[src/rtl/imuf_pkg.sv]
// Shared constants, types and register codes for the IMU FIFO frame unpacker.
`default_nettype none

package imuf_pkg;

  localparam int OUT_WIDTH  = 32;
  localparam int OUT_TDATA_W = ((OUT_WIDTH + 7) / 8) * 8;

  localparam int CH_W       = 3;
  localparam int RAW_W      = 16;
  localparam int POS_W      = 4;
  localparam int CFG_IDX_W  = 3;
  localparam int CFG_DATA_W = 64;

  localparam int QDEPTH = 2;
  localparam int QAW    = (QDEPTH > 1) ? $clog2(QDEPTH) : 1;
  localparam int QCW    = $clog2(QDEPTH + 1);

  localparam logic [CFG_IDX_W-1:0] REG_ENABLE_MASK = 3'd0;
  localparam logic [CFG_IDX_W-1:0] REG_ACCEL_SCALE = 3'd1;
  localparam logic [CFG_IDX_W-1:0] REG_GYRO_SCALE  = 3'd2;
  localparam logic [CFG_IDX_W-1:0] REG_ACCEL_BIAS  = 3'd3;
  localparam logic [CFG_IDX_W-1:0] REG_ACCEL_GAIN  = 3'd4;
  localparam logic [CFG_IDX_W-1:0] REG_GYRO_BIAS   = 3'd5;
  localparam logic [CFG_IDX_W-1:0] REG_TEMP_RECIP  = 3'd6;
  localparam logic [CFG_IDX_W-1:0] REG_TEMP_OFFSET = 3'd7;

  localparam logic [CH_W-1:0] CH_AX   = 3'd0;
  localparam logic [CH_W-1:0] CH_AZ   = 3'd2;
  localparam logic [CH_W-1:0] CH_TEMP = 3'd3;
  localparam logic [CH_W-1:0] CH_GX   = 3'd4;

  localparam logic [POS_W-1:0] ACCEL_BYTES = 4'd6;
  localparam logic [POS_W-1:0] GYRO_BYTES  = 4'd6;
  localparam logic [POS_W-1:0] TEMP_BYTES  = 4'd2;

  localparam int EN_ACCEL = 0;
  localparam int EN_GYRO  = 1;
  localparam int EN_TEMP  = 2;

  localparam logic [59:0] ACCEL_GAIN_RESET = 60'd72057662757470208;
  localparam logic [23:0] TEMP_RECIP_RESET = 24'd126640;
  localparam logic signed [31:0] TEMP_OFFSET_RESET = 32'sd1638400;

  typedef struct packed {
    logic [2:0]         enable_mask;
    logic [31:0]        accel_scale;
    logic [31:0]        gyro_scale;
    logic [59:0]        accel_bias;
    logic [59:0]        accel_gain;
    logic [59:0]        gyro_bias;
    logic [23:0]        temp_recip;
    logic signed [31:0] temp_offset;
  } cfg_t;

  typedef struct packed {
    logic [CH_W-1:0]  channel;
    logic [RAW_W-1:0] raw;
    logic             frame_end;
  } job_t;

endpackage

`default_nettype wire

[src/rtl/imuf_calc.sv]
// Calibration datapath: scale, bias, gain, rounding and saturation, with output register.
`default_nettype none

module imuf_calc (
  input  wire logic                              clk,
  input  wire logic                              rst_n,
  input  wire imuf_pkg::cfg_t                    cfg,
  input  wire logic                              q_empty,
  input  wire imuf_pkg::job_t                    q_job,
  output logic                                   q_pop,
  output logic                                   out_tvalid,
  input  wire logic                              out_tready,
  output logic [imuf_pkg::OUT_WIDTH-1:0]         out_value,
  output logic [imuf_pkg::CH_W-1:0]              out_channel,
  output logic                                   out_last
);

  localparam int DW = imuf_pkg::RAW_W + 34;
  localparam int MW = DW - 1;
  localparam int HW = MW - 24 + 20;
  localparam int LW = 24 + 20;
  localparam int QW = HW + 1;
  localparam int VW = 49;
  localparam logic signed [VW-1:0] SAT_HI =
    VW'((65'sd1 <<< (imuf_pkg::OUT_WIDTH - 1)) - 65'sd1);
  localparam logic signed [VW-1:0] SAT_LO = ~SAT_HI;

  typedef enum logic [8:0] {
    ST_IDLE = 9'b000000001,
    ST_MUL  = 9'b000000010,
    ST_SUB  = 9'b000000100,
    ST_ABS  = 9'b000001000,
    ST_MULH = 9'b000010000,
    ST_MULL = 9'b000100000,
    ST_SUM  = 9'b001000000,
    ST_SGN  = 9'b010000000,
    ST_OUT  = 9'b100000000
  } calc_state_t;

  calc_state_t                  state_r, state_nxt;
  logic [imuf_pkg::CH_W-1:0]    ch_r;
  logic [imuf_pkg::RAW_W-1:0]   raw_r;
  logic                         end_r;
  logic signed [DW-1:0]         prod_r;
  logic signed [DW-1:0]         d_r;
  logic [MW-1:0]                m_r;
  logic                         neg_r;
  logic [HW-1:0]                hp_r;
  logic [LW-1:0]                lp_r;
  logic [QW-1:0]                q_r;
  logic signed [VW-1:0]         v_r;
  logic                         oval_r, oval_nxt;
  logic [imuf_pkg::OUT_WIDTH-1:0] oval_data_r;
  logic [imuf_pkg::CH_W-1:0]    och_r;
  logic                         olast_r;

  logic                         is_accel;
  logic                         is_temp;
  logic [1:0]                   axis;
  logic [31:0]                  mul_b;
  logic [19:0]                  bias20;
  logic [19:0]                  gain20;
  logic signed [imuf_pkg::RAW_W+32:0] p1;
  logic signed [DW-1:0]         bterm;
  logic [LW:0]                  rnd_l;
  logic [MW:0]                  rnd_m;
  logic [VW-1:0]                qv;
  logic signed [VW-1:0]         v_sgn;
  logic signed [VW-1:0]         v_sat;
  logic                         out_load;

  function automatic logic [19:0] field20(input logic [59:0] packed_v, input logic [1:0] ax);
    logic [19:0] f;
    case (ax)
      2'd0:    f = packed_v[19:0];
      2'd1:    f = packed_v[39:20];
      2'd2:    f = packed_v[59:40];
      default: f = '0;
    endcase
    return f;
  endfunction

  always_comb begin
    is_accel = (ch_r <= imuf_pkg::CH_AZ);
    is_temp  = (ch_r == imuf_pkg::CH_TEMP);
    axis     = is_accel ? ch_r[1:0] : 2'(ch_r - imuf_pkg::CH_GX);
    if (is_accel) begin
      mul_b  = cfg.accel_scale;
      bias20 = field20(cfg.accel_bias, axis);
    end else if (is_temp) begin
      mul_b  = {8'd0, cfg.temp_recip};
      bias20 = '0;
    end else begin
      mul_b  = cfg.gyro_scale;
      bias20 = field20(cfg.gyro_bias, axis);
    end
    gain20 = field20(cfg.accel_gain, axis);
    p1     = $signed(raw_r) * $signed({1'b0, mul_b});
    bterm  = {{(DW - 32){bias20[19]}}, bias20, 12'd0};
    rnd_l  = {1'b0, lp_r} + (LW + 1)'(24'h800000);
    rnd_m  = {1'b0, m_r} + (MW + 1)'(8'd128);
    qv     = VW'(q_r);
    v_sgn  = neg_r ? -$signed(qv) : $signed(qv);
    if (is_temp) begin
      v_sgn = v_sgn + VW'(cfg.temp_offset);
    end
    if (v_r > SAT_HI) begin
      v_sat = SAT_HI;
    end else if (v_r < SAT_LO) begin
      v_sat = SAT_LO;
    end else begin
      v_sat = v_r;
    end
  end

  assign q_pop    = (state_r == ST_IDLE) && !q_empty;
  assign out_load = (state_r == ST_OUT) && (!oval_r || out_tready);

  always_comb begin
    state_nxt = state_r;
    case (state_r)
      ST_IDLE: if (!q_empty) state_nxt = ST_MUL;
      ST_MUL:  state_nxt = ST_SUB;
      ST_SUB:  state_nxt = ST_ABS;
      ST_ABS:  state_nxt = is_accel ? ST_MULH : ST_SUM;
      ST_MULH: state_nxt = ST_MULL;
      ST_MULL: state_nxt = ST_SUM;
      ST_SUM:  state_nxt = ST_SGN;
      ST_SGN:  state_nxt = ST_OUT;
      ST_OUT:  if (out_load) state_nxt = ST_IDLE;
      default: state_nxt = ST_IDLE;
    endcase
  end

  always_comb begin
    oval_nxt = oval_r;
    if (oval_r && out_tready) begin
      oval_nxt = 1'b0;
    end
    if (out_load) begin
      oval_nxt = 1'b1;
    end
  end

  always_ff @(posedge clk) begin
    if (q_pop) begin
      ch_r  <= q_job.channel;
      raw_r <= q_job.raw;
      end_r <= q_job.frame_end;
    end
    if (state_r == ST_MUL) begin
      prod_r <= DW'(p1);
    end
    if (state_r == ST_SUB) begin
      d_r <= prod_r - bterm;
    end
    if (state_r == ST_ABS) begin
      neg_r <= d_r[DW-1];
      m_r   <= d_r[DW-1] ? MW'(-d_r) : MW'(d_r);
    end
    if (state_r == ST_MULH) begin
      hp_r <= m_r[MW-1:24] * gain20;
    end
    if (state_r == ST_MULL) begin
      lp_r <= m_r[23:0] * gain20;
    end
    if (state_r == ST_SUM) begin
      q_r <= is_accel ? QW'(hp_r) + QW'(rnd_l[LW:24]) : QW'(rnd_m[MW:8]);
    end
    if (state_r == ST_SGN) begin
      v_r <= v_sgn;
    end
    if (out_load) begin
      oval_data_r <= v_sat[imuf_pkg::OUT_WIDTH-1:0];
      och_r       <= ch_r;
      olast_r     <= end_r;
    end
  end

  always_ff @(posedge clk) begin
    if (!rst_n) begin
      state_r <= ST_IDLE;
      oval_r  <= 1'b0;
    end else begin
      state_r <= state_nxt;
      oval_r  <= oval_nxt;
    end
  end

  assign out_tvalid  = oval_r;
  assign out_value   = oval_data_r;
  assign out_channel = och_r;
  assign out_last    = olast_r;

endmodule

`default_nettype wire

[config.mk]
export PLATFORM = sky130hd
export DESIGN_NAME = imuf_calc
export DESIGN_NICKNAME = d
export VERILOG_FILES = /design/src/rtl/imuf_pkg.sv /design/src/rtl/imuf_calc.sv
export SDC_FILE = /design/constraint.sdc
export NUM_CORES = 2
export LEC_CHECK = 0
export BUFFER_PORTS_ARGS = -buffer_cell sky130_fd_sc_hd__buf_2
export CAP_MARGIN = 10
export CORE_MARGIN = 1
export CORE_UTILIZATION = 24
export DETAILED_ROUTE_END_ITERATION = 6
export SLEW_MARGIN = 5
export SYNTH_ARGS = -nofsm -noshare
export SYNTH_HDL_FRONTEND = slang
export SYNTH_SLANG_ARGS = --single-unit
[constraint.sdc]
create_clock -name clk -period 16.15 [get_ports clk]
set_input_delay 2.4225 -clock clk [delete_from_list [all_inputs] [get_ports clk]]
set_output_delay 2.4225 -clock clk [all_outputs]
set_load 0.01 [all_outputs]
# Word level (Yosys, flattened, before mapping)
# Index checks and enable logic that the tools add are counted.
[classes]
addsub = 8
mul = 3
order_cmp = 3
n_eq_ne = 14
n_mux = 19
n_reduce_logical = 9
[op_table]
columns = ["op", "n"]
rows = [
  ["case mux 20 bit (3 select lines)", 3],
  ["two-way mux 49 bit", 3],
  ["two-way mux 32 bit", 3],
  ["case mux 9 bit (9 select lines)", 1],
  ["adder 49 x 8 -> 50 bit (second input constant)", 1],
  ["subtractor 49 x 32 -> 50 bit", 1],
  ["adder 49 x 32 -> 49 bit", 1],
  ["> comparator 49 x 32 -> 1 bit (second input constant)", 1],
  ["< comparator 49 x 32 -> 1 bit (second input constant)", 1],
  ["multiplier 16 x 33 -> 49 bit", 1],
  ["negation 46 -> 49 bit", 1],
  ["negation 49 bit", 1],
  ["adder 45 x 21 -> 46 bit", 1],
  ["adder 44 x 24 -> 45 bit (second input constant)", 1],
  ["multiplier 25 x 20 -> 45 bit", 1],
  ["multiplier 24 x 20 -> 44 bit", 1],
  ["two-way mux 42 bit", 1],
  ["two-way mux 20 bit", 2],
  ["two-way mux 9 bit", 2],
  ["equality test 9 x 1 -> 1 bit (second input constant)", 1],
  ["equality test 9 x 2 -> 1 bit (second input constant)", 1],
  ["equality test 9 x 3 -> 1 bit (second input constant)", 1],
  ["equality test 9 x 4 -> 1 bit (second input constant)", 1],
  ["equality test 9 x 5 -> 1 bit (second input constant)", 1],
  ["19 further kinds", 24],
]
[word_totals]
register_bits = 399
in_bits = 327
out_inout_bits = 38
word_cells = 73

# Depth between registers and ports, before layout
[depth]
depth_word = 7
ltp_mapped = 33
depth_no_buf = 29

# Least setup slack after synthesis
# Ideal clock, no wire load.
[synth_path]
path_type = "in2reg"
startpoint = "input port cfg[138] (netlist name)"
endpoint = "register lp_r[43] (data pin)"
setup_ns = 0.266
arrival_ns = 9.103
required_ns = 15.884
path_slack_ns = 6.781
stages = 25
cell_sequence = "mux2i_1 > o21ai_0 > clkbuf_1 > clkbuf_1 > nand2_1 > fa_1 > inv_1 > fa_1 > inv_1 > fa_1 > inv_1 > fa_1 > fa_1 > fa_1 > fa_1 > ha_1 > a31oi_1 > o211ai_1 > a2111oi_0 > a31oi_1 > a21oi_1 > o21ai_1 > a31o_2 > o41ai_1 > xnor2_1"
[synth_between]
elab_chain_cells = 2
[synth_lines]
columns = ["item", "line", "source"]
rows = [
  ["start: declaration", "imuf_calc.sv:7", "input wire imuf_pkg::cfg_t cfg,"],
  ["case mux 20 bit (3 select lines)", "imuf_calc.sv:74", "case (ax)"],
  ["multiplier 24 x 20 -> 44 bit", "imuf_calc.sv:165", "lp_r <= m_r[23:0] * gain20;"],
  ["end signal: assignment", "imuf_calc.sv:165", ""],
  ["end: declaration", "imuf_calc.sv:49", "logic [LW-1:0] lp_r;"],
]
# Every way passes these cells.
# A chain may end at the register's enable or synchronous reset.

# Worst setup path after layout
[layout_path]
startpoint = "input port cfg[147] (netlist name)"
endpoint = "register lp_r[43] (data pin)"
# The elaborated chain is that of the path after synthesis.

==> results <==
- Of the total synthesized cell area, the portion taken by XOR and XNOR cells is 4.499%.
- The clock period minus final worst setup slack is 10.13 ns.
- Summing every instance area after synthesis gives 71,640 um2.
- The placeable core region is 296,800 um2.
- The filler cells instantiated in the layout total 31,870.
- After routing, the total negative slack on setup checks comes to 0 ns.
- The via count of the first global-routing pass is 55,310.
- The max-slew violation total from the final report came to 0.
- The biggest area consumer among synthesized cells is fa_1.
- The type of the worst setup path is in -> reg.
- The post-cts gate resize count is 0.
- After clock tree synthesis, the clock-pin slew on the worst setup and hold paths is 0.06 ns.
- The endpoint required time on the critical path is 16.60 ns.
- The worst-case hold slack is 0.4176 ns.
- For this run, the number of Yosys warnings is 0.
- Global routing consumed, over all layers together, 13.70% of the routing resources.
- The share of the yosys chip area belonging to registers is 15.62%.
- The timing startpoint of the critical path is cfg[147].
- For the worst-skew pair, the clock arrives at the later sink with an insertion delay of 0.72 ns.
- In this run, synthesis produced a sequential element count of 376.
- The number of buffers added by the clock tree synthesis step is 50.
- Summing over every cut layer, the via total after detailed routing is 53,860.
- The number of enable-type register cells in the synthesized netlist is 366.
- The synthesized netlist devotes 16.83% of its cell area to simple gates.
- Pin placement for this block handled 365 I/O pins.
- The number of buffers inserted by post-CTS setup repair is 0.
- The CTS sink count is 376.
- Setup repair after global routing left no endpoint under its margin.
- Based on the critical path, the design can be clocked at up to 0.09872 GHz.
- The area taken by flip-flops and latches is 11,190 um2.
- The slowest library cell on the worst path is buf_4.
- The average wire length per cell after detail routing is 17.28 um.
- Measured against its own limit, the worst slew margin works out to 21.58%.
- The met1 wire length is 90,200 um.
- The HPWL after detailed placement is 156,400 um.
- The number of I/O port buffers is 361.
- The total setup violations reported at the end of the flow is 0.
- The DRC marker count from the first detailed-route iteration is 3,162.
- The initial antenna violation count is 19.
- The gate family responsible for the most delay along the worst path is adder cells.
- The die area is 300,700 um2.
- Sorting the synthesized cells by area gives the leading types as fa_1 (34%), edfxtp_1 (15%), ha_1 (10%), inv_1 (7.2%), nand2_1 (6.1%).
- In the final layout, the multi-input gates occupy 54,100 um2.
- Of the post-synthesis cell area, the part taken by muxes is 1.050%.
- The maximum level of the CTS H-tree is 2.
- Relative to the synthesized area, the layout overhead comes to 11.37%.
- The worst hold path begins at prod_r[6]$_DFFE_PP_.
- The cell at the root of the clock tree is clkbuf_16.
- At the pin with the least slew margin, the transition time is 1.176 ns.
- The number of buffer and inverter stages on the critical path is 5.
- The total overflow reported by the global router is 0.
- For this run, the post-layout net count is 10,080.
- The initial core utilization is 24.14%.
- The length of routed met3 wiring is 12,530 um.
- Entering global routing, the biggest net connects 88 pins.
- After technology mapping, the gate count stands at 7,819.
- The flow ran to the end, and the final reports show no timing, DRC or antenna violations.
- The overall routed net length is 206,300 um.
- The post-synthesis adder-cell area fraction is 44.12%.
- The die is 548.4 um wide.
- The first global-routing pass estimated 320,500 um of wire.
- The TritonCTS clock tree is yes.
- After synthesis, the netlist uses 84 different library cells.
- The critical path's largest stage delay is 0.67 ns.
- The residual DRC count is 0.
- The floorplan has 200 rows.
- The worst hold path belongs to the class reg -> reg.
- The uppermost layer routed is met5.
- The post-route netlist has 8.675% of its cells at a drive strength greater than 1.
- The post-synth net total is 9,939.
- The mean area per synthesized cell is 9.162 um2.
- The most numerous cell type found on the critical path is fa_1.
- The endpoint type of the worst setup path is a flip-flop.
- The via density per instance is 4.511.
- The routed design uses 96,640 um of met2 wire.
- STA classifies the critical path startpoint as a primary input.
- Of all nets on the critical path, the largest fanout is 48.
- The largest family of logic cells by synthesized area is adder cells.
- The main flop type after synthesis is edfxtp_1.
- Once detail routing completed, the nets flagged for antenna violations numbered 0.
- The fraction of the cycle the final worst path needs is 62.72%.
- Summed over its instances, the top area cell type makes up 34.15% of the synthesized netlist area.
- The clock tree skew after final layout is 0.06479 ns.
- The floorplan step set the die height to 548.4 um.
- The congestion estimate from routability-driven global placement came to 0.8741.
- Data on the critical path arrives at its endpoint at 10.58 ns.
- The area fraction in compound gates after synthesis is 8.535%.
- The number of search-and-repair iterations in the first detailed-routing pass is 5.
- The final hold violation count is 0.
- The longest clock path from root to sink contains 3 buffers.
- For this design, the CTS-stage hold fixing added 0 buffers.
- Max-cap violations in this run came to 0.
- The async set-reset flop share out of synthesis is 0%.
- The startpoint of the lowest-slack register-to-register path is ch_r[0]$_DFFE_PP_.
==> cell usage in the layout (no fill, tap or decap), types with 33 or more instances in the layout <==
master     netlist  layout
nand2b_1        37      37
inv_1         1379    1374
a21o_1         134     134
mux2i_1         56      56
fa_1          1222    1222
nand4_1         49      49
buf_4            0     128
clkbuf_16        0      50
xor2_1          97      97
nor2b_1         43      41
nand2_1       1165    1163
o21ai_0        228     182
nor2_1         214     212
ha_1           571     571
o221ai_1        33      33
buf_2            4     361
edfxtp_1       366     366
xnor2_1        271     271
nand3_1         95      95
a21oi_1        266     265
and3_1          44      44
o31ai_1         38      38
and2_1         645     645
nor3_1          51      51
==> flip-flops by register name, indices dropped and copies added (netlist names), 9 cells and up <==
register,cells
state_r,9
m_r,49
q_r,46
v_r,49
lp_r,21
hp_r,45
d_r,50
raw_r,16
prod_r,49
out_value,32
==> cell type report <==
type | count | share of cell area, %
Clock buffer | 55 | 1.592
Inverter | 1380 | 6.492
Tap cell | 3939 | 6.177
Clock inverter | 39 | 0.4281
Sequential cell | 376 | 14.03
Multi-Input combinational cell | 5661 | 67.81
Timing Repair Buffer | 489 | 3.469
Antenna cell | 2 | 0.006273
==> worst reg2reg max path, delay by kind of cell (launching register included) <==
family	cells	cell delay, ns
fa+ha+maj	8	3.84
flops	1	0.35
xor+xnor	1	0.11
compound gates	10	2.81
simple gates	3	0.86
buf+inv	6	1.58
==> worst paths after layout <==
kind	end	slack (ns)	cells past startpoint
max	lp_r[43]$_DFFE_PN_	6.02	26
min reg2reg	d_r[6]$_DFFE_PP_	0.42	0
max reg2reg	lp_r[43]$_DFFE_PN_	6.40	28
min	d_r[6]$_DFFE_PP_	0.42	0
==> synth_stat cells (all sizes together) (12+ instances only) <==
cell    instances
a211oi         24
a21o          134
a21oi         266
a22o           15
a31oi          22
and2          646
and3           44
and4           19
buf            12
clkbuf        390
edfxtp        366
fa           1222
ha            571
inv          1379
mux2           17
mux2i          56
nand2        1165
nand2b         38
nand3          95
nand4          50
nor2          214
nor2b          43
nor3           53
nor4           20
o211ai         16
o21a           23
o21ai         236
o21bai         31
o221ai         33
o31ai          41
o41ai          19
or2            25
or3            19
or4            18
xnor2         271
xor2           97
==> logic make-up after synthesis <==
group,count (synthesis)
multiplexers,73
AO/OA/AOI/OAI,950
flip-flops,376
adder cells (fa/ha/maj),1793
AND/OR/NAND/NOR,2477
buffers and inverters,1782
XOR/XNOR,368
==> per-layer routing <==
layer	global-route usage, %	vias up
met5	0	-
li1	-	24920
met3	1.917	302
met1	17.92	26990
met2	23.18	1643
met4	4.451	4
==> through the flow <==
stage	util [%]	cells	worst slack, ns	area [um2]
after floorplan	-	7819	6.781	71640
after global placement	26.34	11850	5.372	78170
after detailed placement	26.34	11850	5.323	78170
after CTS	26.88	11940	6.077	79780
after global routing	26.88	11940	5.650	79780
final	26.88	11940	6.020	79780
Power is not shown: default switching activity piles up to over one toggle a cycle in this logic, so the estimate is an artifact.
