## src/rtl/imuf_pkg.sv

```systemverilog
// Shared constants, types and register codes for the IMU FIFO frame unpacker.
`default_nettype none

package imuf_pkg;

  localparam int OUT_WIDTH  = 32;
  localparam int OUT_TDATA_W = ((OUT_WIDTH + 7) / 8) * 8;

  localparam int CH_W       = 3;
  localparam int RAW_W      = 16;
  localparam int POS_W      = 4;
  localparam int CFG_IDX_W  = 3;
  localparam int CFG_DATA_W = 64;

  localparam int QDEPTH = 2;
  localparam int QAW    = (QDEPTH > 1) ? $clog2(QDEPTH) : 1;
  localparam int QCW    = $clog2(QDEPTH + 1);

  localparam logic [CFG_IDX_W-1:0] REG_ENABLE_MASK = 3'd0;
  localparam logic [CFG_IDX_W-1:0] REG_ACCEL_SCALE = 3'd1;
  localparam logic [CFG_IDX_W-1:0] REG_GYRO_SCALE  = 3'd2;
  localparam logic [CFG_IDX_W-1:0] REG_ACCEL_BIAS  = 3'd3;
  localparam logic [CFG_IDX_W-1:0] REG_ACCEL_GAIN  = 3'd4;
  localparam logic [CFG_IDX_W-1:0] REG_GYRO_BIAS   = 3'd5;
  localparam logic [CFG_IDX_W-1:0] REG_TEMP_RECIP  = 3'd6;
  localparam logic [CFG_IDX_W-1:0] REG_TEMP_OFFSET = 3'd7;

  localparam logic [CH_W-1:0] CH_AX   = 3'd0;
  localparam logic [CH_W-1:0] CH_AZ   = 3'd2;
  localparam logic [CH_W-1:0] CH_TEMP = 3'd3;
  localparam logic [CH_W-1:0] CH_GX   = 3'd4;

  localparam logic [POS_W-1:0] ACCEL_BYTES = 4'd6;
  localparam logic [POS_W-1:0] GYRO_BYTES  = 4'd6;
  localparam logic [POS_W-1:0] TEMP_BYTES  = 4'd2;

  localparam int EN_ACCEL = 0;
  localparam int EN_GYRO  = 1;
  localparam int EN_TEMP  = 2;

  localparam logic [59:0] ACCEL_GAIN_RESET = 60'd72057662757470208;
  localparam logic [23:0] TEMP_RECIP_RESET = 24'd126640;
  localparam logic signed [31:0] TEMP_OFFSET_RESET = 32'sd1638400;

  typedef struct packed {
    logic [2:0]         enable_mask;
    logic [31:0]        accel_scale;
    logic [31:0]        gyro_scale;
    logic [59:0]        accel_bias;
    logic [59:0]        accel_gain;
    logic [59:0]        gyro_bias;
    logic [23:0]        temp_recip;
    logic signed [31:0] temp_offset;
  } cfg_t;

  typedef struct packed {
    logic [CH_W-1:0]  channel;
    logic [RAW_W-1:0] raw;
    logic             frame_end;
  } job_t;

endpackage

`default_nettype wire

```

## src/rtl/imuf_queue.sv

```systemverilog
// Short sample queue between the byte parser and the calibration datapath.
`default_nettype none

module imuf_queue (
  input  wire logic           clk,
  input  wire logic           rst_n,
  input  wire logic           push,
  input  wire imuf_pkg::job_t push_job,
  output logic                full,
  input  wire logic           pop,
  output imuf_pkg::job_t      pop_job,
  output logic                empty
);

  imuf_pkg::job_t             slot_r [imuf_pkg::QDEPTH];
  logic [imuf_pkg::QAW-1:0]   wr_r, wr_nxt;
  logic [imuf_pkg::QAW-1:0]   rd_r, rd_nxt;
  logic [imuf_pkg::QCW-1:0]   cnt_r, cnt_nxt;

  assign full    = (cnt_r == imuf_pkg::QCW'(imuf_pkg::QDEPTH));
  assign empty   = (cnt_r == '0);
  assign pop_job = slot_r[rd_r];

  always_comb begin
    wr_nxt  = wr_r;
    rd_nxt  = rd_r;
    cnt_nxt = cnt_r;
    if (push) begin
      wr_nxt = (wr_r == imuf_pkg::QAW'(imuf_pkg::QDEPTH - 1)) ? '0 : wr_r + 1'b1;
    end
    if (pop) begin
      rd_nxt = (rd_r == imuf_pkg::QAW'(imuf_pkg::QDEPTH - 1)) ? '0 : rd_r + 1'b1;
    end
    if (push && !pop) begin
      cnt_nxt = cnt_r + 1'b1;
    end else if (pop && !push) begin
      cnt_nxt = cnt_r - 1'b1;
    end
  end

  always_ff @(posedge clk) begin
    if (push) begin
      slot_r[wr_r] <= push_job;
    end
  end

  always_ff @(posedge clk) begin
    if (!rst_n) begin
      wr_r  <= '0;
      rd_r  <= '0;
      cnt_r <= '0;
    end else begin
      wr_r  <= wr_nxt;
      rd_r  <= rd_nxt;
      cnt_r <= cnt_nxt;
    end
  end

  a_no_overflow: assert property (@(posedge clk) disable iff (!rst_n)
    push |-> (!full || pop))
    else $error("queue push while full");

  a_no_underflow: assert property (@(posedge clk) disable iff (!rst_n)
    pop |-> !empty)
    else $error("queue pop while empty");

  a_count_bound: assert property (@(posedge clk) disable iff (!rst_n)
    cnt_r <= imuf_pkg::QCW'(imuf_pkg::QDEPTH))
    else $error("queue count past depth");

  a_count_step: assert property (@(posedge clk) disable iff (!rst_n)
    (push && !pop) |=> (cnt_r == $past(cnt_r) + 1'b1))
    else $error("queue count missed a push");

endmodule

`default_nettype wire

```

## config.mk

```make
export PLATFORM = sky130hd
export DESIGN_NAME = imuf_queue
export DESIGN_NICKNAME = d
export VERILOG_FILES = /design/src/rtl/imuf_pkg.sv /design/src/rtl/imuf_queue.sv
export SDC_FILE = /design/constraint.sdc
export NUM_CORES = 1
export LEC_CHECK = 0
export ABC_AREA = 1
export BUFFER_PORTS_ARGS = -buffer_cell sky130_fd_sc_hd__buf_2
export CAP_MARGIN = 0
export CORE_ASPECT_RATIO = 1.25
export CORE_UTILIZATION = 48
export CTS_BUF_LIST = sky130_fd_sc_hd__clkbuf_8
export DETAILED_ROUTE_END_ITERATION = 10
export PLACE_DENSITY = 0.76
export SYNTH_ARGS = -nofsm -noshare
export SYNTH_HDL_FRONTEND = slang
export SYNTH_SLANG_ARGS = --single-unit
```

## constraint.sdc

```tcl
create_clock -name clk -period 1.65 [get_ports clk]
set_input_delay 0.33 -clock clk [delete_from_list [all_inputs] [get_ports clk]]
set_output_delay 0.33 -clock clk [all_outputs]
set_load 0.01 [all_outputs]
```

=== Yosys cells after proc, flatten, opt, wreduce, memory -nomap -nowiden ===
Memories as Yosys holds them, arrays and structs flattened. A register that Yosys moved wholly into a read port is not among the register bits.
Cells that the tools add are included.

* Bits in registers: 4
* RAM bits: 40
* Bits of input ports: 24
* Output and inout bits: 22
* Logic and storage cells: 23
* Memories kept: 1

{| class="wikitable"
|+ Memories
! memory !! words !! bits a word !! read ports !! clocked after Yosys merged registers in !! wr ports !! RTL line !! source
|-
| slot_r || 2 || 20 || 1 || 1 || 1 || imuf_queue.sv:15 || <nowiki>imuf_pkg::job_t slot_r [imuf_pkg::QDEPTH];</nowiki>
|}

* Add/sub/neg operators: 4
* Equal/unequal tests: 1
* Multiplexer cells: 8
* Reduce and logical (&&, ||, !) cells: 6

{| class="wikitable"
|+ Operators by type and width
! kind !! count
|-
| 1-bit two-way mux || 6
|-
| 2-bit two-way mux || 2
|-
| 1-bit adder, second input constant || 2
|-
| 2-bit by 1-bit adder with 2-bit output, second input constant || 1
|-
| 2-bit equality test, second input constant || 1
|-
| 1-bit logical AND || 2
|-
| 1-bit logical NOT || 2
|-
| 2-bit logical NOT || 1
|-
| 2-bit nonzero test || 1
|-
| 2-bit by 1-bit subtractor with 2-bit output, second input constant || 1
|}

=== Logic depth before layout (Yosys ltp) ===
Gate-level depths: netlist of run 1.

* Depth after elaboration: 4
* Depth in mapped cells: 8
* Mapped depth without buffers: 8

=== Least setup slack after synthesis of run 1 ===
OpenSTA, ideal clock, no wires.

* Kind: in2reg
* From: in push
* To: mem slot_r[0][0] (netlist name) (enable)
* Setup time: 397 ps
* Arrival time: 1219 ps
* Required time: 1253 ps
* Slack: 35 ps
* Stages: 2
* Path buffers: 0
* Path through: inv_1 nor2_1

* Cells in the longest elaborated chain, start to end: 2

{| class="wikitable"
|+ Ends and longest elaborated chain
! item !! RTL line !! source
|-
| start: declaration || imuf_queue.sv:7 || <nowiki>input wire logic push,</nowiki>
|-
| 1-bit two-way mux || imuf_queue.sv:42 || <nowiki>if (push) begin</nowiki>
|-
| 1-bit two-way mux (implied by the code) || imuf_queue.sv:43 || <nowiki>slot_r[wr_r] <= push_job;</nowiki>
|-
| end: declaration || imuf_queue.sv:15 ||
|}

Every way passes these cells.

==> results of run 1 <==
## routing by layer
layer  GRT usage [%]  up-vias  routed length [µm]
li1                -      460                   -
met1            13.5      455                 997
met2            28.4       26                1600
met3            7.46        6                 146
met4            5.69        0                  45
met5               0        -                   0
## where the power goes
| group | internal [mW] | switching [mW] |
|---|---|---|
| registers | 1.31 | 0.0241 |
| logic | 0.169 | 0.141 |
| clock network | 0.329 | 0.333 |
| total | 1.81 | 0.497 |
## logic make-up (layout without fill, tap and decap cells)
logic type / after synthesis / after routing / share of synthesized area (%)
compound gates: 2 / 2 / 0.570
fa+ha+maj: 1 / 1 / 0.713
buf+inv: 10 / 67 / 3.00
flops: 45 / 45 / 74.2
mux: 20 / 20 / 17.1
simple gates: 19 / 19 / 4.42
## registers in the layout, indices dropped and copies added, names as in the netlist, named ones only
| register | cells |
|---|---|
| rd_r | 1 |
| cnt_r | 2 |
| slot_r | 40 |
| wr_r | 1 |
## layout by cell type, fill, tap and decap left out, drive strengths merged
master  synthesis  routed
nand2           8       8
edfxtp         40      40
nor2            9       9
clkbuf          0       7
dfxtp           5       5
o21ai           1       1
inv             8      10
ha              1       1
buf             2      50
nand4           1       1
mux2           20      20
a21oi           1       1
nand3           1       1
## Yosys cell counts (all sizes together)
| cell type | number |
|---|---|
| a21oi | 1 |
| buf | 2 |
| dfxtp | 5 |
| edfxtp | 40 |
| ha | 1 |
| inv | 8 |
| mux2 | 20 |
| nand2 | 8 |
| nand3 | 1 |
| nand4 | 1 |
| nor2 | 9 |
| o21ai | 1 |
## through the flow
stage	utilization [%]	cell area, µm²	total power [mW]
floorplan	-	1750	1.53
global placement	59.1	2060	1.63
detailed placement	59.1	2060	1.65
CTS	61.7	2150	2.30
global route	63.2	2200	2.40
finish	63.2	2200	2.30
## repair_timing
item	CTS	global route
setup endpoints to repair	1	12
setup buffers	0	0
hold buffers	0	0
gates cloned	0	1
resized for setup	1	5
## worst max-delay path: stages, from the launching register on
cell and delay [ns]:
dfxtp_4 0.37, clkbuf_16 0.17, mux2_4 0.29, buf_2 0.14
## cell type report
cell class	count	area [µm²]	area share [%]
sequential	45	1310	59.3
multi-input combinational	42	403	18.3
timing repair buffer	51	325	14.8
clock buffer	6	82.6	3.75
tap	39	48.8	2.22
inverter	8	30.0	1.36
clock inverter	2	7.51	0.341
## final timing paths
path	start	endpoint	cells past startpoint
setup / recovery	register	pop_job[18]	3
hold / removal	push_job[16]	slot_r[0][16]$_DFFE_PP_	1
hold reg to reg	wr_r$_SDFFE_PN0P_	wr_r$_SDFFE_PN0P_	2
setup reg to reg	wr_r$_SDFFE_PN0P_	slot_r[1][18]$_DFFE_PP_	3
==> results.toml, run 1 <==
[run_status]
outcome = "finished, final reports clean"

[clocking]
tritoncts = "yes"
htree_levels = 2
path_clk_slew_ns = 0.07
clock_sinks = 45
clock_latency_ns = 0.29
cts-root-buf = "clkbuf_8"
cts_made_buffers = 5
cts_max_path_buffers = 2

[sta]
tns_ns = 0
fin_crit_ns = 1.60
tightest_slew_ns = 0.293
hold_viol = 0
rsz0062_at_grt = "false"
setup_violations = 0
drv_slew = 0
setup_slack_ns = 0.0481
fin_crit_sh_pct = 97.1
fmax_mhz = 624
clock_skew_ns = 0.00408
relSlewSlack_pct = 80.5
fin_hold_ws_ns = 0.221

[final_layout]
drive_above_1_share_pct = 52.6
antenna_cells = 0
final_nets = 178
final_cell_count_no_fill = 193
nFillCells = 254
syn_to_final_growth_pct = 25.5

[placed_design]
dp_cells = 184
preCtsSetupSlack_ns = 0.318
dp_hpwl_mm = 2.01
io_buffer_count = 45
gp_congestion = 0.657

[route]
avgRoutedWirePerCell_um = 14.4
routed_wl_mm = 2.79
vias_per_cell = 4.91
firstDrtPassIters = 4
drt_iter0_markers = 25
post-route-drc-count = 0
antenna_left = 0
vias = 947

[grt]
grt_pass1_wl_mm = 4.26
antenna_found_initial = 0
grt_pass1_vias = 1007
grt_max_degree = 21
grt_usage_pct = 15.2
overflow = 0

[synthesis]
yosysWarnings = 0
synth_top_cells_by_area = "edfxtp_1 68%, mux2_4 17%, dfxtp_1 5.7%"
synth.avg_cell_area_um2 = 18.1
seq_area_frac_synth_pct = 74.2
synth_area_leader_cell = "edfxtp_1"
synth_area_um2 = 1750
synth_seq_cells = 45
syn_inst = 97
ys_types = 14
synth_top_area_share_pct = 68.5
syn-num-nets = 122

[floorplanning]
core_region_area_um2 = 3480
rows = 24
die_y_um = 69.6
die_w_um = 56.1
io_pins = 46
fp.dieArea_um2 = 3900
initial_utilization_pct = 50.4

[critical_path]
crit_fanout = 10
regToRegSetupSlack_ns = 0.44
path_class = "register to output pin"
cp_data_arrival_time_ns = 1.27
critPathLaunchType = "register"
worst-endpoint-required_ns = 1.32
end_kind = "output pin"

[power]
p_per_area_nw_per_um2 = 1050
p_leak_nw = 0.942
ir_drop_v = 0.000752

[hold_path]
hold_class = "input pin to register"

[job]
cap_violations = 0
Power figures use the tool's default switching activity.
==> run 2: changes to the inputs <==
--- a/config.mk
+++ b/config.mk
@@ -5,7 +5,6 @@
 export SDC_FILE = /design/constraint.sdc
 export NUM_CORES = 1
 export LEC_CHECK = 0
-export ABC_AREA = 1
 export BUFFER_PORTS_ARGS = -buffer_cell sky130_fd_sc_hd__buf_2
 export CAP_MARGIN = 0
 export CORE_ASPECT_RATIO = 1.25
==> run 2 against run 1 <==
Sequential cell count stayed put. Clock skew grew 0.0025 ns. Die area fell by 5.5%. First-iteration DRC count shrank 8.0%. Clock-buffer cell count down 1. Critical path depth is the same. Routed wire length shrank 5.9%. Clock power decreased by 5.9%. Critical path type unchanged. Largest cell class unchanged.
==> results.toml, run 2 <==
[route]
routed_wl_mm = 2.62
antenna_left = 0
drt_iter0_markers = 23
vias = 899
post-route-drc-count = 0
firstDrtPassIters = 4
vias_per_cell = 5.02
avgRoutedWirePerCell_um = 14.7

[clocking]
cts_made_buffers = 5
post_cts_buffers = 0
ctsHoldBuffers = 0
tritoncts = "yes"
cts-root-buf = "clkbuf_8"
clock_sinks = 45
clock_latency_ns = 0.29
path_clk_slew_ns = 0.08
cts_max_path_buffers = 2
htree_levels = 2

[floorplanning]
rows = 23
io_pins = 46
initial_utilization_pct = 50.9
core_region_area_um2 = 3250
fp.dieArea_um2 = 3690
die_y_um = 67.7
die_w_um = 54.5

[critical_path]
critPathTopFamily = "flip-flops"
path_class = "register to output pin"
critPathLaunchType = "register"
cp_slowest_cell = "dfxtp_4"
crit_fanout = 7
critPathBufInv = 2
cpMostUsedCell = "buf_6"
end_kind = "output pin"
cp_cell_sequence = "buf_6, mux2_2, buf_6"
worst-endpoint-required_ns = 1.32
slowest_delay_ns = 0.37
cp_data_arrival_time_ns = 1.27

[final_layout]
multi_input_area_um2 = 343
final_util_pct = 65.0
regMostFlops = "slot_r"
antenna_cells = 0
drive_above_1_share_pct = 57.0
design_area_um2 = 2110
ff_latch_area_um2 = 1310
layout_common_cells = "40 x edfxtp_1, 38 x buf_2, 20 x mux2_2"
final_nets = 166
final_common_cell = "edfxtp_1"
reg_top3 = "slot_r x40, cnt_r x2"
syn_to_final_growth_pct = 27.7
nFillCells = 262
largest_reg_flops = 40

[sta]
clock_skew_ns = 0.00658
hold_viol = 0
setup_slack_ns = 0.0463
setup_violations = 0
fin_hold_ws_ns = 0.223
fin_crit_sh_pct = 97.2
relSlewSlack_pct = 77.8
fmax_mhz = 624
tightest_slew_ns = 0.332
drv_slew = 0
rsz0062_at_grt = "true"
fin_crit_ns = 1.60

[synthesis]
synth_area_leader_cell = "edfxtp_1"
yosysMostFrequentCell = "edfxtp_1"
synth_top_area_share_pct = 72.6
async_flop_share_pct = 0
synth.avg_cell_area_um2 = 19.7
syn-num-nets = 109
synthTopCellsByCount = "40 x edfxtp_1, 20 x mux2_2, 5 x dfxtp_1"
synth_seq_cells = 45
synth_area_um2 = 1660
synth_edf_count = 40
yosysWarnings = 0
synth_top_cells_by_area = "edfxtp_1 73%, mux2_2 14%, dfxtp_1 6.0%"
seq_area_frac_synth_pct = 78.6
ys_types = 16
syn_inst = 84
yosys_most_used_dff = "edfxtp_1"

[grt]
antenna_found_initial = 0
grt_usage_pct = 16.2
overflow = 0
grt_max_degree = 14
grt_pass1_vias = 853
grt_pass1_wl_mm = 3.86

[placed_design]
dp_hpwl_mm = 1.87
preCtsSetupSlack_ns = 0.289
placed_area_um2 = 1960
gp_congestion = 0.647
io_buffer_count = 45

[run_status]
outcome = "finished, final reports clean"

[power]
p_per_area_nw_per_um2 = 1070
ir_drop_v = 0.000701
p_leak_nw = 0.829

[hold_path]
hold_class = "input pin to register"

[job]
cap_violations = 0
run 2: changes by cell type in the layout (fill, tap and decap cells not counted), sizes merged, moves of 4 or more:
| cell | delta |
|---|---|
| inv | -7 |
| and2 | +4 |
| nand2 | -8 |
| nor2 | -8 |
run 2: worst paths after layout:
| path | from | to | slack, ns | cells after the start |
|---|---|---|---|---|
| worst max-delay path | register | pop_job[12] | 0.05 | 3 |
| worst min register to register | cnt_r[1]$_SDFFE_PN0P_ | cnt_r[1]$_SDFFE_PN0P_ | 0.52 | 2 |
| worst min-delay path | push_job[15] | slot_r[1][15]$_DFFE_PP_ | 0.22 | 1 |
| worst max register to register | wr_r$_SDFFE_PN0P_ | slot_r[1][18]$_DFFE_PP_ | 0.43 | 2 |
run 2: area by class of cell:
type,instances,area share [%]
Sequential cell,45,61.7
Multi-Input combinational cell,36,16.2
Timing Repair Buffer,52,15.7
Clock buffer,5,3.25
Tap cell,37,2.19
Clock inverter,3,0.710
Inverter,1,0.178
run 2: what timing repair did:
item | in CTS | in global routing
setup endpoints to repair | 13 | 19
resized for setup | 3 | 10
cloned | 1 | 0
run 2: logic make-up (layout without fill, tap and decap cells):
group	Yosys count	after routing	synth area share [%]
DFF	45	45	78.6
muxes	20	20	13.6
and+or+nand+nor	9	9	3.40
AOI/OAI and AO/OA	3	3	1.21
xor gates and xnor gates	3	3	1.59
buffers and inverters	3	61	0.831
adders and majority gates	1	1	0.756
run 2: metrics by stage:
| step | power [mW] | cells | TNS, ns |
|---|---|---|---|
| after global placement | 1.63 | 170 | 0 |
| after detailed placement | 1.64 | 170 | 0 |
| after floorplan | 1.51 | 84 | 0 |
| final | 2.27 | 179 | 0 |
| after CTS | 2.27 | 179 | 0 |
| after global routing | 2.38 | 179 | -0.0500 |
run 2: layer usage:
layer  share of wire [%]  global-route usage (%)  wire length [µm]
met2                  54                    24.8              1410
met3                 5.5                    7.21               144
met4                 1.4                    10.3                37
met5                   0                       0                 0
met1                  39                    17.8              1030
run 2: where the power goes:
| group | switching, mW | internal [mW] |
|---|---|---|
| Clock | 0.335 | 0.287 |
| Sequential | 0.0240 | 1.31 |
| Combinational | 0.142 | 0.173 |
==> run 3: changes to the inputs <==
==> constraint.sdc (replaced) <==
create_clock -name clk -period 1.4 [get_ports clk]
set_input_delay 0.28 -clock clk [delete_from_list [all_inputs] [get_ports clk]]
set_output_delay 0.28 -clock clk [all_outputs]
set_load 0.01 [all_outputs]
==> run 3 against run 2 <==
The run now ends with negative setup slack left. Combinational power increased by 52%. Non-clock buffer count unchanged. Total power increased by 31%. Clock power increased by 46%. Cell area increased by 9.2%. Via count decreased by 0.11%. Final cell count unchanged. Routed wire length increased by 8.0%. Clock-buffer cell count unchanged. Critical path depth unchanged. Critical path type unchanged. Largest cell class unchanged. Largest power group unchanged. Highest routed layer unchanged.
==> results.toml, run 3 (synthesis results as in run 2) <==
[run_status]
outcome = "complete, but fails checks"
violations = "negative setup slack"

[clocking]
tritoncts = "yes"
clock_latency_ns = 0.29
path_clk_slew_ns = 0.08
clock_sinks = 45
cts_made_buffers = 5
cts-root-buf = "clkbuf_8"
cts_max_path_buffers = 2
ctsHoldBuffers = 0
htree_levels = 2

[sta]
hold_viol = 0
fmax_mhz = 649
fin_crit_sh_pct = 110
drv_slew = 0
tns_ns = -2.67
setup_violations = 20
relSlewSlack_pct = 87.7
clock_skew_ns = 0.00605
fin_crit_ns = 1.54
rsz0062_at_grt = "true"
tightest_slew_ns = 0.184
setup_slack_ns = -0.141

[grt]
grt_pass1_wl_mm = 4.32
antenna_found_initial = 0
grt_usage_pct = 17.9
overflow = 0
grt_max_degree = 14
grt_pass1_vias = 919

[critical_path]
worst-endpoint-required_ns = 1.12
cp_data_arrival_time_ns = 1.26
end_kind = "output pin"
path_class = "register to output pin"
critPathLaunchType = "register"
crit_fanout = 8

[floorplanning]
initial_utilization_pct = 50.9
core_region_area_um2 = 3250
fp.dieArea_um2 = 3690
die_y_um = 67.7
rows = 23
die_w_um = 54.5
io_pins = 46

[final_layout]
final_common_cell = "edfxtp_1"
reg_top3 = "slot_r x40, cnt_r x2"
antenna_cells = 0
drive_above_1_share_pct = 57.0
regMostFlops = "slot_r"
final_cell_count_no_fill = 179
largest_reg_flops = 40
layout_common_cells = "40 x edfxtp_1, 25 x buf_2, 20 x mux2_4, 20 x buf_6, 5 x clkbuf_8"
syn_to_final_growth_pct = 39.5
final_util_pct = 71.0
final_nets = 166

[route]
firstDrtPassIters = 4
routed_wl_mm = 2.83
avgRoutedWirePerCell_um = 15.8
vias_per_cell = 5.02
post-route-drc-count = 0
antenna_left = 0
drt_iter0_markers = 16
vias = 898

[placed_design]
preCtsSetupSlack_ns = 0.0982
io_buffer_count = 45
dp_cells = 170
gp_congestion = 0.629
dp_hpwl_mm = 1.93

[power]
p_total_mw = 2.97
pwr-share-comb_pct = 16.1
pwr-share-clk_pct = 30.7
p_leak_nw = 0.947
intPower_mw = 2.35
ir_drop_v = 0.00103
p_sw_mw = 0.613
p_per_area_nw_per_um2 = 1290
seq_power_share_pct = 53.2
swShare_pct = 20.7

[hold_path]
hold_class = "input pin to register"

[job]
cap_violations = 0
==> run 3: cell count changes in the layout (fill, tap and decap cells not counted) <==
cell	previous run	this run
mux2_2	20	0
mux2_4	0	20
buf_2	38	25
buf_6	10	20
buf_8	0	2
buf_12	0	1
bufinv_16	0	1
clkinv_1	0	1
clkinvlp_4	1	0
inv_1	3	2
==> run 3: cell type report <==
| class | instances | area (µm²) |
|---|---|---|
| multi-input combinational | 36 | 418 |
| tap | 37 | 46.3 |
| timing repair buffer | 52 | 430 |
| fill | 218 | 942 |
| clock inverter | 3 | 37.5 |
| inverter | 1 | 3.75 |
| clock buffer | 5 | 68.8 |
| sequential | 45 | 1310 |
==> run 3: timing repair <==
action                                  in CTS  in global routing
endpoints found under the setup margin      20                 20
gates resized for setup                     47                  3
cloned                                       1                  0
buffers inserted                             0                  0
==> run 3: layer usage <==
layer	share of wire [%]	vias to the layer above	global-route usage [%]
met5	0	-	0
met4	2.0	0	8.65
met3	4.6	6	6.76
met2	53	27	28.2
met1	40	435	21.1
li1	-	430	-
==> run 3: per-stage QoR <==
step	cell area [µm²]	hold WS, ns
finish	2310	0.174
global route	2310	0.157
CTS	2300	0.164
detailed placement	1960	0.472
global placement	1960	0.468
floorplan	1660	0.379
==> run 3: power groups by stage <==
stage | Clock [mW] | Combinational [mW] | Sequential (mW)
6_report | 0.910 | 0.478 | 1.58
5_1_grt | 0.988 | 0.513 | 1.59
4_1_cts | 0.938 | 0.475 | 1.58
3_5_place_dp | 0 | 0.338 | 1.60
3_3_place_gp | 0 | 0.327 | 1.59
2_1_floorplan | 0 | 0.193 | 1.59
==> run 3: worst paths after layout <==
| check | from | endpoint | slack [ns] | cells after the start |
|---|---|---|---|---|
| max | register | pop_job[18] | -0.14 | 3 |
| max reg2reg | cnt_r[0]$_SDFFE_PN0P_ | cnt_r[1]$_SDFFE_PN0P_ | 0.34 | 3 |
| min reg2reg | cnt_r[1]$_SDFFE_PN0P_ | cnt_r[1]$_SDFFE_PN0P_ | 0.52 | 2 |
| min | push_job[6] | slot_r[0][6]$_DFFE_PP_ | 0.17 | 1 |
==> run 3: critical path, stage by stage (launching register included) <==
cell	delay (ns)
dfxtp_4	0.40
buf_12	0.14
mux2_4	0.31
buf_6	0.12
